==> config.mk <==
export PLATFORM = sky130hd
export DESIGN_NAME = bus_wait_state_cycle_calculator
export DESIGN_NICKNAME = d
export VERILOG_FILES = /design/src/design/bwsc_pkg.sv /design/src/design/bwsc_front.sv /design/src/design/bwsc_queue.sv /design/src/design/bwsc_back.sv /design/src/design/bus_wait_state_cycle_calculator.sv
export SDC_FILE = /design/constraint.sdc
export NUM_CORES = 1
export LEC_CHECK = 0
export BUFFER_PORTS_ARGS = -buffer_cell sky130_fd_sc_hd__buf_2
export CAP_MARGIN = 0
export CELL_PAD_IN_SITES_DETAIL_PLACEMENT = 0
export CELL_PAD_IN_SITES_GLOBAL_PLACEMENT = 1
export CORE_AREA = 2 2 171 173
export DETAILED_ROUTE_END_ITERATION = 7
export DIE_AREA = 0 0 173 175
export GPL_ROUTABILITY_DRIVEN = 0
export HOLD_SLACK_MARGIN = 0.05
export PLACE_DENSITY_LB_ADDON = 0.12
export REMOVE_ABC_BUFFERS = 1
export SLEW_MARGIN = 0
export SYNTH_ARGS = -nofsm -noshare
export SYNTH_HDL_FRONTEND = slang
export SYNTH_SLANG_ARGS = --single-unit
==> constraint.sdc <==
create_clock -name aclk -period 7.4 [get_ports aclk]
set_clock_uncertainty 0.1 [all_clocks]
set_input_delay 2.22 -clock aclk [delete_from_list [all_inputs] [get_ports aclk]]
set_output_delay 2.22 -clock aclk [all_outputs]
set_load 0.01 [all_outputs]
==> src/design/bwsc_pkg.sv <==
// Shared types, constants and cost functions for the bus wait-state cycle calculator.
// Depends on nothing; every other file of the block imports it.
package bwsc_pkg;

    localparam int DEF_MAX_PREFETCH_LOADS = 8;

    // Address regions, taken from address bits 27:24.
    localparam logic [3:0] REGION_EWRAM   = 4'h2;
    localparam logic [3:0] REGION_PALETTE = 4'h5;
    localparam logic [3:0] REGION_VRAM    = 4'h6;
    localparam logic [3:0] REGION_ROM_LO  = 4'h8;
    localparam logic [3:0] REGION_ROM_HI  = 4'hD;
    localparam logic [3:0] REGION_SRAM    = 4'hE;

    // Wait-control bit that enables the prefetch buffer.
    localparam int PREFETCH_EN_BIT = 14;

    // Depth of the queue between front and back.
    localparam int Q_DEPTH = 2;
    localparam int Q_PTR_W = $clog2(Q_DEPTH);
    localparam int Q_CNT_W = $clog2(Q_DEPTH + 1);

    typedef enum logic [1:0] {
        BK_IDLE,
        BK_LOOP,
        BK_DONE
    } bwsc_state_t;

    // One classified access, as handed from front to back.
    typedef struct packed {
        logic        stall_en;
        logic [4:0]  wait_cyc;
        logic [3:0]  s16;
        logic [3:0]  n16;
        logic [31:0] pc;
    } bwsc_entry_t;

    function automatic logic [4:0] nonseq_wait(input logic [1:0] sel);
        logic [4:0] val;
        case (sel)
            2'd0:    val = 5'd4;
            2'd1:    val = 5'd3;
            2'd2:    val = 5'd2;
            default: val = 5'd8;
        endcase
        return val;
    endfunction

    function automatic logic [4:0] seq_wait(input logic [1:0] bank, input logic sel);
        logic [4:0] val;
        if (sel) begin
            val = 5'd1;
        end else begin
            case (bank)
                2'd0:    val = 5'd2;
                2'd1:    val = 5'd4;
                default: val = 5'd8;
            endcase
        end
        return val;
    endfunction

    // Cost of one access to a region, for the given width and cycle kind.
    function automatic logic [4:0] region_cost(input logic [3:0]  region,
                                               input logic        word,
                                               input logic        seq,
                                               input logic [15:0] wc);
        logic [1:0] bank;
        logic [1:0] nsel;
        logic       ssel;
        logic [4:0] n;
        logic [4:0] s;
        logic [4:0] cost;
        bank = region[2:1];
        case (bank)
            2'd0: begin
                nsel = wc[3:2];
                ssel = wc[4];
            end
            2'd1: begin
                nsel = wc[6:5];
                ssel = wc[7];
            end
            default: begin
                nsel = wc[9:8];
                ssel = wc[10];
            end
        endcase
        n = nonseq_wait(nsel);
        s = seq_wait(bank, ssel);
        unique case (region) inside
            REGION_EWRAM: begin
                cost = word ? 5'd6 : 5'd3;
            end
            REGION_PALETTE, REGION_VRAM: begin
                cost = word ? 5'd2 : 5'd1;
            end
            [REGION_ROM_LO:REGION_ROM_HI]: begin
                if (word) begin
                    cost = seq ? ((s << 1) + 5'd2) : (n + s + 5'd2);
                end else begin
                    cost = (seq ? s : n) + 5'd1;
                end
            end
            REGION_SRAM: begin
                cost = nonseq_wait(wc[1:0]) + 5'd1;
            end
            default: begin
                cost = 5'd1;
            end
        endcase
        return cost;
    endfunction

endpackage

==> src/design/bwsc_front.sv <==
// Front end: holds the wait-control register, accepts accesses and classifies them.
// Depends on bwsc_pkg for the entry type and the region cost function.
module bwsc_front
    import bwsc_pkg::*;
(
    input  logic        aclk,
    input  logic        aresetn,
    input  logic        cfg_we,
    input  logic [15:0] cfg_wdata,
    input  logic        s_valid,
    output logic        s_ready,
    input  logic        s_func,
    input  logic [31:0] s_address,
    input  logic [2:0]  s_access_bytes,
    input  logic        s_is_sequential,
    input  logic [31:0] s_exec_pc,
    input  logic        q_full,
    output logic        push_valid,
    output bwsc_entry_t push_data
);

    logic [15:0] wait_control_reg;
    logic [15:0] wait_control_next;
    logic [4:0]  pc_s_cost;
    logic [4:0]  pc_n_cost;

    always_ff @(posedge aclk) begin
        if (!aresetn) begin
            wait_control_reg <= '0;
        end else begin
            wait_control_reg <= wait_control_next;
        end
    end

    always_comb begin
        wait_control_next = cfg_we ? cfg_wdata : wait_control_reg;
    end

    assign s_ready    = !q_full;
    assign push_valid = s_valid && !q_full;

    // Halfword fetch costs of the code region, used by the stall estimate.
    assign pc_s_cost = region_cost(s_exec_pc[27:24], 1'b0, 1'b1, wait_control_reg);
    assign pc_n_cost = region_cost(s_exec_pc[27:24], 1'b0, 1'b0, wait_control_reg);

    always_comb begin
        push_data.wait_cyc = region_cost(s_address[27:24], s_access_bytes == 3'd4,
                                         s_is_sequential, wait_control_reg);
        // Data below cartridge space, code in cartridge space, prefetch on.
        push_data.stall_en = s_func && (s_address[31:27] == 5'd0) && s_exec_pc[27]
                             && wait_control_reg[PREFETCH_EN_BIT];
        push_data.s16      = 4'(pc_s_cost - 5'd1);
        push_data.n16      = 4'(pc_n_cost - 5'd1);
        push_data.pc       = s_exec_pc;
    end

endmodule

==> src/design/bwsc_queue.sv <==
// Short FIFO of classified accesses between front and back.
// Depends on bwsc_pkg for the entry type and the queue depth.
module bwsc_queue
    import bwsc_pkg::*;
(
    input  logic        aclk,
    input  logic        aresetn,
    input  logic        push,
    input  bwsc_entry_t push_data,
    output logic        full,
    input  logic        pop,
    output logic        not_empty,
    output bwsc_entry_t pop_data
);

    bwsc_entry_t          mem_reg [Q_DEPTH];
    logic [Q_PTR_W-1:0]   wr_ptr_reg;
    logic [Q_PTR_W-1:0]   wr_ptr_next;
    logic [Q_PTR_W-1:0]   rd_ptr_reg;
    logic [Q_PTR_W-1:0]   rd_ptr_next;
    logic [Q_CNT_W-1:0]   count_reg;
    logic [Q_CNT_W-1:0]   count_next;

    function automatic logic [Q_PTR_W-1:0] ptr_inc(input logic [Q_PTR_W-1:0] p);
        return (p == Q_PTR_W'(Q_DEPTH - 1)) ? '0 : p + 1'b1;
    endfunction

    assign full      = (count_reg == Q_CNT_W'(Q_DEPTH));
    assign not_empty = (count_reg != '0);
    assign pop_data  = mem_reg[rd_ptr_reg];

    always_comb begin
        wr_ptr_next = push ? ptr_inc(wr_ptr_reg) : wr_ptr_reg;
        rd_ptr_next = pop ? ptr_inc(rd_ptr_reg) : rd_ptr_reg;
        count_next  = count_reg;
        if (push && !pop) begin
            count_next = count_reg + 1'b1;
        end else if (pop && !push) begin
            count_next = count_reg - 1'b1;
        end
    end

    always_ff @(posedge aclk) begin
        if (push) begin
            mem_reg[wr_ptr_reg] <= push_data;
        end
    end

    always_ff @(posedge aclk) begin
        if (!aresetn) begin
            wr_ptr_reg <= '0;
            rd_ptr_reg <= '0;
            count_reg  <= '0;
        end else begin
            wr_ptr_reg <= wr_ptr_next;
            rd_ptr_reg <= rd_ptr_next;
            count_reg  <= count_next;
        end
    end

endmodule

==> src/design/bwsc_back.sv <==
// Back end: runs the prefetch-stall iteration, keeps the prefetch head PC and
// drives the registered result channel. Depends on bwsc_pkg.
module bwsc_back
    import bwsc_pkg::*;
#(
    parameter int MAX_PREFETCH_LOADS = DEF_MAX_PREFETCH_LOADS
) (
    input  logic        aclk,
    input  logic        aresetn,
    input  logic        q_not_empty,
    input  bwsc_entry_t q_data,
    output logic        q_pop,
    output logic        m_valid,
    input  logic        m_ready,
    output logic [6:0]  m_cycles
);

    localparam int LD_W  = $clog2(MAX_PREFETCH_LOADS + 1);
    localparam int ML_W  = LD_W + 4;
    localparam int SUM_W = LD_W + 4;

    bwsc_state_t        state_reg, state_next;
    logic [4:0]         wait_reg, wait_next;
    logic [3:0]         s16_reg, s16_next;
    logic [3:0]         n16_reg, n16_next;
    logic [31:0]        pc_reg, pc_next;
    logic [4:0]         stall_reg, stall_next;
    logic [LD_W-1:0]    loads_reg, loads_next;
    logic [2:0]         prev_reg, prev_next;
    logic signed [ML_W-1:0] budget_reg, budget_next;
    logic [6:0]         res_reg, res_next;
    logic [31:0]        head_reg, head_next;
    logic               m_valid_reg, m_valid_next;
    logic [6:0]         m_cycles_reg, m_cycles_next;

    logic [31:0]        distance;
    logic [2:0]         prev_calc;
    logic               keep_going;
    logic [4:0]         wait_max;
    logic [7:0]         res_wide;
    logic [SUM_W-1:0]   load_sum;

    assign m_valid  = m_valid_reg;
    assign m_cycles = m_cycles_reg;

    always_ff @(posedge aclk) begin
        if (!aresetn) begin
            state_reg   <= BK_IDLE;
            head_reg    <= '0;
            m_valid_reg <= 1'b0;
        end else begin
            state_reg   <= state_next;
            head_reg    <= head_next;
            m_valid_reg <= m_valid_next;
        end
    end

    always_ff @(posedge aclk) begin
        wait_reg      <= wait_next;
        s16_reg       <= s16_next;
        n16_reg       <= n16_next;
        pc_reg        <= pc_next;
        stall_reg     <= stall_next;
        loads_reg     <= loads_next;
        prev_reg      <= prev_next;
        budget_reg    <= budget_next;
        res_reg       <= res_next;
        m_cycles_reg  <= m_cycles_next;
    end

    // Earlier loads still in the buffer count only when the head is close ahead.
    assign distance  = head_reg - q_data.pc;
    assign prev_calc = (distance[31:4] == '0) ? distance[3:1] : 3'd0;

    assign keep_going = (stall_reg < wait_reg) &&
                        ($signed({{(ML_W - LD_W){1'b0}}, loads_reg}) < budget_reg);
    assign wait_max   = (stall_reg > wait_reg) ? stall_reg : wait_reg;
    assign res_wide   = {3'b0, wait_max} - {4'b0, n16_reg} + {4'b0, s16_reg}
                        - {3'b0, stall_reg};
    assign load_sum   = SUM_W'(loads_reg) + SUM_W'(prev_reg) - SUM_W'(1);

    always_comb begin
        state_next     = state_reg;
        wait_next      = wait_reg;
        s16_next       = s16_reg;
        n16_next       = n16_reg;
        pc_next        = pc_reg;
        stall_next     = stall_reg;
        loads_next     = loads_reg;
        prev_next      = prev_reg;
        budget_next    = budget_reg;
        res_next       = res_reg;
        head_next      = head_reg;
        m_valid_next   = m_valid_reg && !m_ready;
        m_cycles_next  = m_cycles_reg;
        q_pop          = 1'b0;
        unique case (state_reg)
            BK_IDLE: begin
                if (q_not_empty) begin
                    q_pop          = 1'b1;
                    wait_next      = q_data.wait_cyc;
                    s16_next       = q_data.s16;
                    n16_next       = q_data.n16;
                    pc_next        = q_data.pc;
                    prev_next      = prev_calc;
                    budget_next    = ML_W'(MAX_PREFETCH_LOADS)
                                     - $signed({{(ML_W - 3){1'b0}}, prev_calc});
                    stall_next     = {1'b0, q_data.s16} + 5'd1;
                    loads_next     = LD_W'(1);
                    res_next       = {2'b0, q_data.wait_cyc};
                    state_next     = q_data.stall_en ? BK_LOOP : BK_DONE;
                end
            end
            BK_LOOP: begin
                if (keep_going) begin
                    stall_next = stall_reg + {1'b0, s16_reg};
                    loads_next = loads_reg + 1'b1;
                end else begin
                    head_next  = pc_reg + {{(32 - SUM_W - 1){1'b0}}, load_sum, 1'b0};
                    res_next   = res_wide[6:0];
                    state_next = BK_DONE;
                end
            end
            BK_DONE: begin
                if (!m_valid_reg || m_ready) begin
                    m_valid_next  = 1'b1;
                    m_cycles_next = res_reg;
                    state_next    = BK_IDLE;
                end
            end
            default: begin
                state_next = BK_IDLE;
            end
        endcase
    end

endmodule

==> src/design/bus_wait_state_cycle_calculator.sv <==
// Top level of the bus wait-state cycle calculator: front end, queue and back end.
// Depends on bwsc_pkg, bwsc_front, bwsc_queue and bwsc_back.
//
//   Channel   Direction  Handshake            Beat contents
//   s_        in         s_valid / s_ready    func, address, access_bytes, is_sequential, exec_pc
//   m_        out        m_valid / m_ready    cycles (7-bit signed)
//   cfg_      in         cfg_we (no wait)     wait_control (16 bits)
//
// An access without a prefetch stall goes from idle straight to the done state in the
// back end; a stalled data access runs the stall loop in between, which adds one
// prefetch load per cycle, up to MAX_PREFETCH_LOADS loads in all.
// Reset (aresetn low, synchronous) clears wait_control, the prefetch head PC,
// the queue and the result valid flag; there is no clearing pass.
// The front takes a new beat whenever the two-entry queue has room, so it keeps
// accepting while the back iterates or while a finished result waits on m_ready.
module bus_wait_state_cycle_calculator
    import bwsc_pkg::*;
#(
    parameter int MAX_PREFETCH_LOADS = DEF_MAX_PREFETCH_LOADS
) (
    input  logic               aclk,
    input  logic               aresetn,
    input  logic               cfg_we,
    input  logic [15:0]        cfg_wdata,
    input  logic               s_valid,
    output logic               s_ready,
    input  logic               s_func,
    input  logic [31:0]        s_address,
    input  logic [2:0]         s_access_bytes,
    input  logic               s_is_sequential,
    input  logic [31:0]        s_exec_pc,
    output logic               m_valid,
    input  logic               m_ready,
    output logic signed [6:0]  m_cycles
);

    logic        q_full;
    logic        q_push;
    bwsc_entry_t q_push_data;
    logic        q_pop;
    logic        q_not_empty;
    bwsc_entry_t q_pop_data;
    logic [6:0]  cycles_raw;

    // The front classifies each beat: base cost of the data access, the halfword
    // fetch costs of the code region, and whether the prefetch stall applies.
    bwsc_front u_front (
        .aclk            (aclk),
        .aresetn         (aresetn),
        .cfg_we          (cfg_we),
        .cfg_wdata       (cfg_wdata),
        .s_valid         (s_valid),
        .s_ready         (s_ready),
        .s_func          (s_func),
        .s_address       (s_address),
        .s_access_bytes  (s_access_bytes),
        .s_is_sequential (s_is_sequential),
        .s_exec_pc       (s_exec_pc),
        .q_full          (q_full),
        .push_valid      (q_push),
        .push_data       (q_push_data)
    );

    // The queue decouples classification from the iterative stall estimate.
    bwsc_queue u_queue (
        .aclk      (aclk),
        .aresetn   (aresetn),
        .push      (q_push),
        .push_data (q_push_data),
        .full      (q_full),
        .pop       (q_pop),
        .not_empty (q_not_empty),
        .pop_data  (q_pop_data)
    );

    // The back end owns the prefetch head PC, so the distance to the head is
    // measured only once every earlier access has updated it.
    bwsc_back #(
        .MAX_PREFETCH_LOADS (MAX_PREFETCH_LOADS)
    ) u_back (
        .aclk        (aclk),
        .aresetn     (aresetn),
        .q_not_empty (q_not_empty),
        .q_data      (q_pop_data),
        .q_pop       (q_pop),
        .m_valid     (m_valid),
        .m_ready     (m_ready),
        .m_cycles    (cycles_raw)
    );

    assign m_cycles = $signed(cycles_raw);

endmodule

==> results.sh <==
export IMPL_largest_reg_flops=92
export IMPL_clkSlewWorstSetupHoldPaths_ns=0.06
export IMPL_fin_ws_ns=2.02
export IMPL_cts_buffers=25
export IMPL_hold_slack_ns=0.317
export IMPL_ys_ff_latch=218
export IMPL_start_util_pct=44.7
export IMPL_firstDrtPassIters=5
export IMPL_drive_above_1_share_pct=11.2
export IMPL_netlist_instances=1214
export IMPL_nets=1455
export IMPL_drt_iter0_drc=547
export IMPL_clock_sinks=218
export IMPL_htree_levels=1
export IMPL_status="completed"
export IMPL_powerDensity_nw_per_um2=465
export IMPL_tns_ns=0
export IMPL_tightestPinTransition_ns=1.13
export IMPL_finalHoldViolations=0
export IMPL_slowest_delay_ns=0.66
export IMPL_yosysWarningCount=0
export IMPL_io_pins=99
export IMPL_place_hpwl_um=20300
export IMPL_fin_crit_sh_pct=72.7
export IMPL_cts_buffer_depth=3
export IMPL_slowest_stage="dfxtp_2"
export IMPL_viasPerCell=5.34
export IMPL_peakVddDrop_mv=0.324
export IMPL_routed_wl_um=28400
export IMPL_synth_area_um2=12700
export IMPL_worstSetupPathType="flip-flop to flip-flop"
export IMPL_ys_types=76
export IMPL_fp_dieW_um=173
export IMPL_synth_top_family_by_area="compound AO/OA/AOI/OAI gates"
export IMPL_tritoncts="done"
export IMPL_cellLeakagePower_nw=5.60
export IMPL_track_usage_pct=19.0
export IMPL_setup_violations=0
export IMPL_area_growth_pct=11.6
export IMPL_cts_root_buffer="clkbuf_16"
export IMPL_coreArea_um2=28400
export IMPL_synthMuxAreaShare_pct=5.44
export IMPL_wl_per_cell_um=17.0
export IMPL_maxCapViolCount=0
export IMPL_seq_area_frac_synth_pct=47.5
export IMPL_rows=62
export IMPL_cts_hold_buf=0
export IMPL_crit_buf_inv=1
export IMPL_io_buffers=70
export IMPL_slew_headroom_pct=24.2
export IMPL_postCtsResizedCells=0
export IMPL_pre_cts_ws_ns=1.97
export IMPL_p_total_mw=6.59
export IMPL_start_kind="flip-flop"
export IMPL_synth_xor_area_share_pct=5.11
export IMPL_grt_max_degree=56
export IMPL_synthAdderAreaFrac_pct=9.87
export IMPL_most_common_layout_cells="166 x edfxtp_1, 98 x inv_1, 89 x a21oi_1"
export IMPL_antenna_found_initial=0
export IMPL_die_y_um=175
export IMPL_gr_total_overflow=0
export IMPL_crit_top_cell="o21ai_0"
export IMPL_first_global_vias=8687
export IMPL_hold_class="flip-flop to flip-flop"
export IMPL_async_flop_share_pct=0
export IMPL_syn_avg_cell_area_um2=10.4
export IMPL_rsz0062_at_grt="no"
export IMPL_vias=8941
export IMPL_diodes=0
export IMPL_synthSimpleGateAreaFrac_pct=13.1
export IMPL_drv_slew=0
export IMPL_max_freq_mhz=186
export IMPL_clock_latency_ns=0.53
export IMPL_final_common_cell="edfxtp_1"
export IMPL_antenna_left=0
export IMPL_die_area_um2=30300
export IMPL_crit_family="compound AO/OA/AOI/OAI gates"
export IMPL_end_kind="flip-flop"
export IMPL_placedCellCount=1628
export IMPL_critPathArrivalTime_ns=5.54
export IMPL_period_minus_slack_ns=5.38
export IMPL_synth_flop_cell="edfxtp_1"
export IMPL_cp_cell_sequence="buf_4 > mux2i_1 > ha_1 > a21oi_1 > o21ai_0 > a41oi_1 > o21ai_0 > o21ai_0 > o211ai_1 > nor4b_1 > nand4_1 > or3_1 > ha_1 > xnor2_1"
export IMPL_fillers=2632
export IMPL_cts_setup_buffers=0
export IMPL_remaining_drc_errors=0
export IMPL_yosys_area_top_type="edfxtp_1"
export IMPL_synth_area_leaders="edfxtp_1 39%, ha_1 8.3%, dfxtp_1 8.2%"
export IMPL_synth_top_cell_area_share_pct=39.3
export IMPL_synth_enable_flop_cells=166
export IMPL_crit_fanout=33
export IMPL_crit_required_ns=7.56
export IMPL_synth_compound_area_share_pct=14.4
export IMPL_stdcell_count=1673
export IMPL_grt_pass1_wl_um=46200
stage by stage:
step                      utilization (%)  instance area [um^2]
after global placement               47.1                 13400
after global routing                 49.8                 14100
after CTS                            49.8                 14100
after detailed placement             47.1                 13400
after floorplan                         -                 12500
final                                49.8                 14100
cells by family after synthesis:
kind of cell	Yosys count
fa+ha+maj	94
mux	66
xor+xnor	74
flops	218
simple gates	326
compound gates	289
buf+inv	147
metal layers:
layer,global-route usage [%],up-vias,part of all wire [%]
met1,27.0,4183,49
li1,-,4548,-
met5,0,-,0
met3,2.18,37,4.1
met2,30.9,173,44
met4,5.01,0,2.0
worst reg2reg max path, delay by kind of cell, from the launching register on:
family,cells,cell delay [ns]
buffers and inverters,1,0.56
AO/OA/AOI/OAI,6,1.51
multiplexers,1,0.39
AND/OR/NAND/NOR,3,1.20
flip-flops,1,0.66
adder cells (fa/ha/maj),2,0.57
XOR/XNOR,1,0.12
final cells by class:
type / count / area, um^2 / share of cell area, %
Clock buffer: 32 / 672 / 4.75
Clock inverter: 13 / 93.8 / 0.663
Inverter: 99 / 372 / 2.63
Multi-Input combinational cell: 849 / 6090 / 43.1
Sequential cell: 218 / 6030 / 42.6
Tap cell: 384 / 480 / 3.40
Timing Repair Buffer: 78 / 410 / 2.90
power breakdown:
group / switching [mW] / internal (mW)
clock: 0.484 / 0.673
sequential: 0.203 / 1.77
combinational: 2.03 / 1.43
final timing paths:
kind                                     from                        endpoint  slack, ns  depth (start not counted)
setup / recovery                    flip-flop  u_back.budget_reg[2]$_DFFE_PP_       2.02                         14
hold / removal    u_back.res_reg[1]$_DFFE_PP_    u_back.m_cycles[1]$_DFFE_PP_       0.32                          0
setup reg to reg                    flip-flop  u_back.budget_reg[2]$_DFFE_PP_       2.02                         14
hold reg to reg   u_back.res_reg[1]$_DFFE_PP_    u_back.m_cycles[1]$_DFFE_PP_       0.32                          0
cells in the mapped netlist, types with 30 or more instances:
cell,count
a21oi_1,89
clkbuf_1,37
dfxtp_1,52
edfxtp_1,166
ha_1,84
inv_1,99
mux2i_1,52
nand2_1,79
nand3_1,30
nor2_1,77
o21ai_0,66
xnor2_1,44
xor2_1,30
No activity file was read; power rests on OpenSTA's default activity.
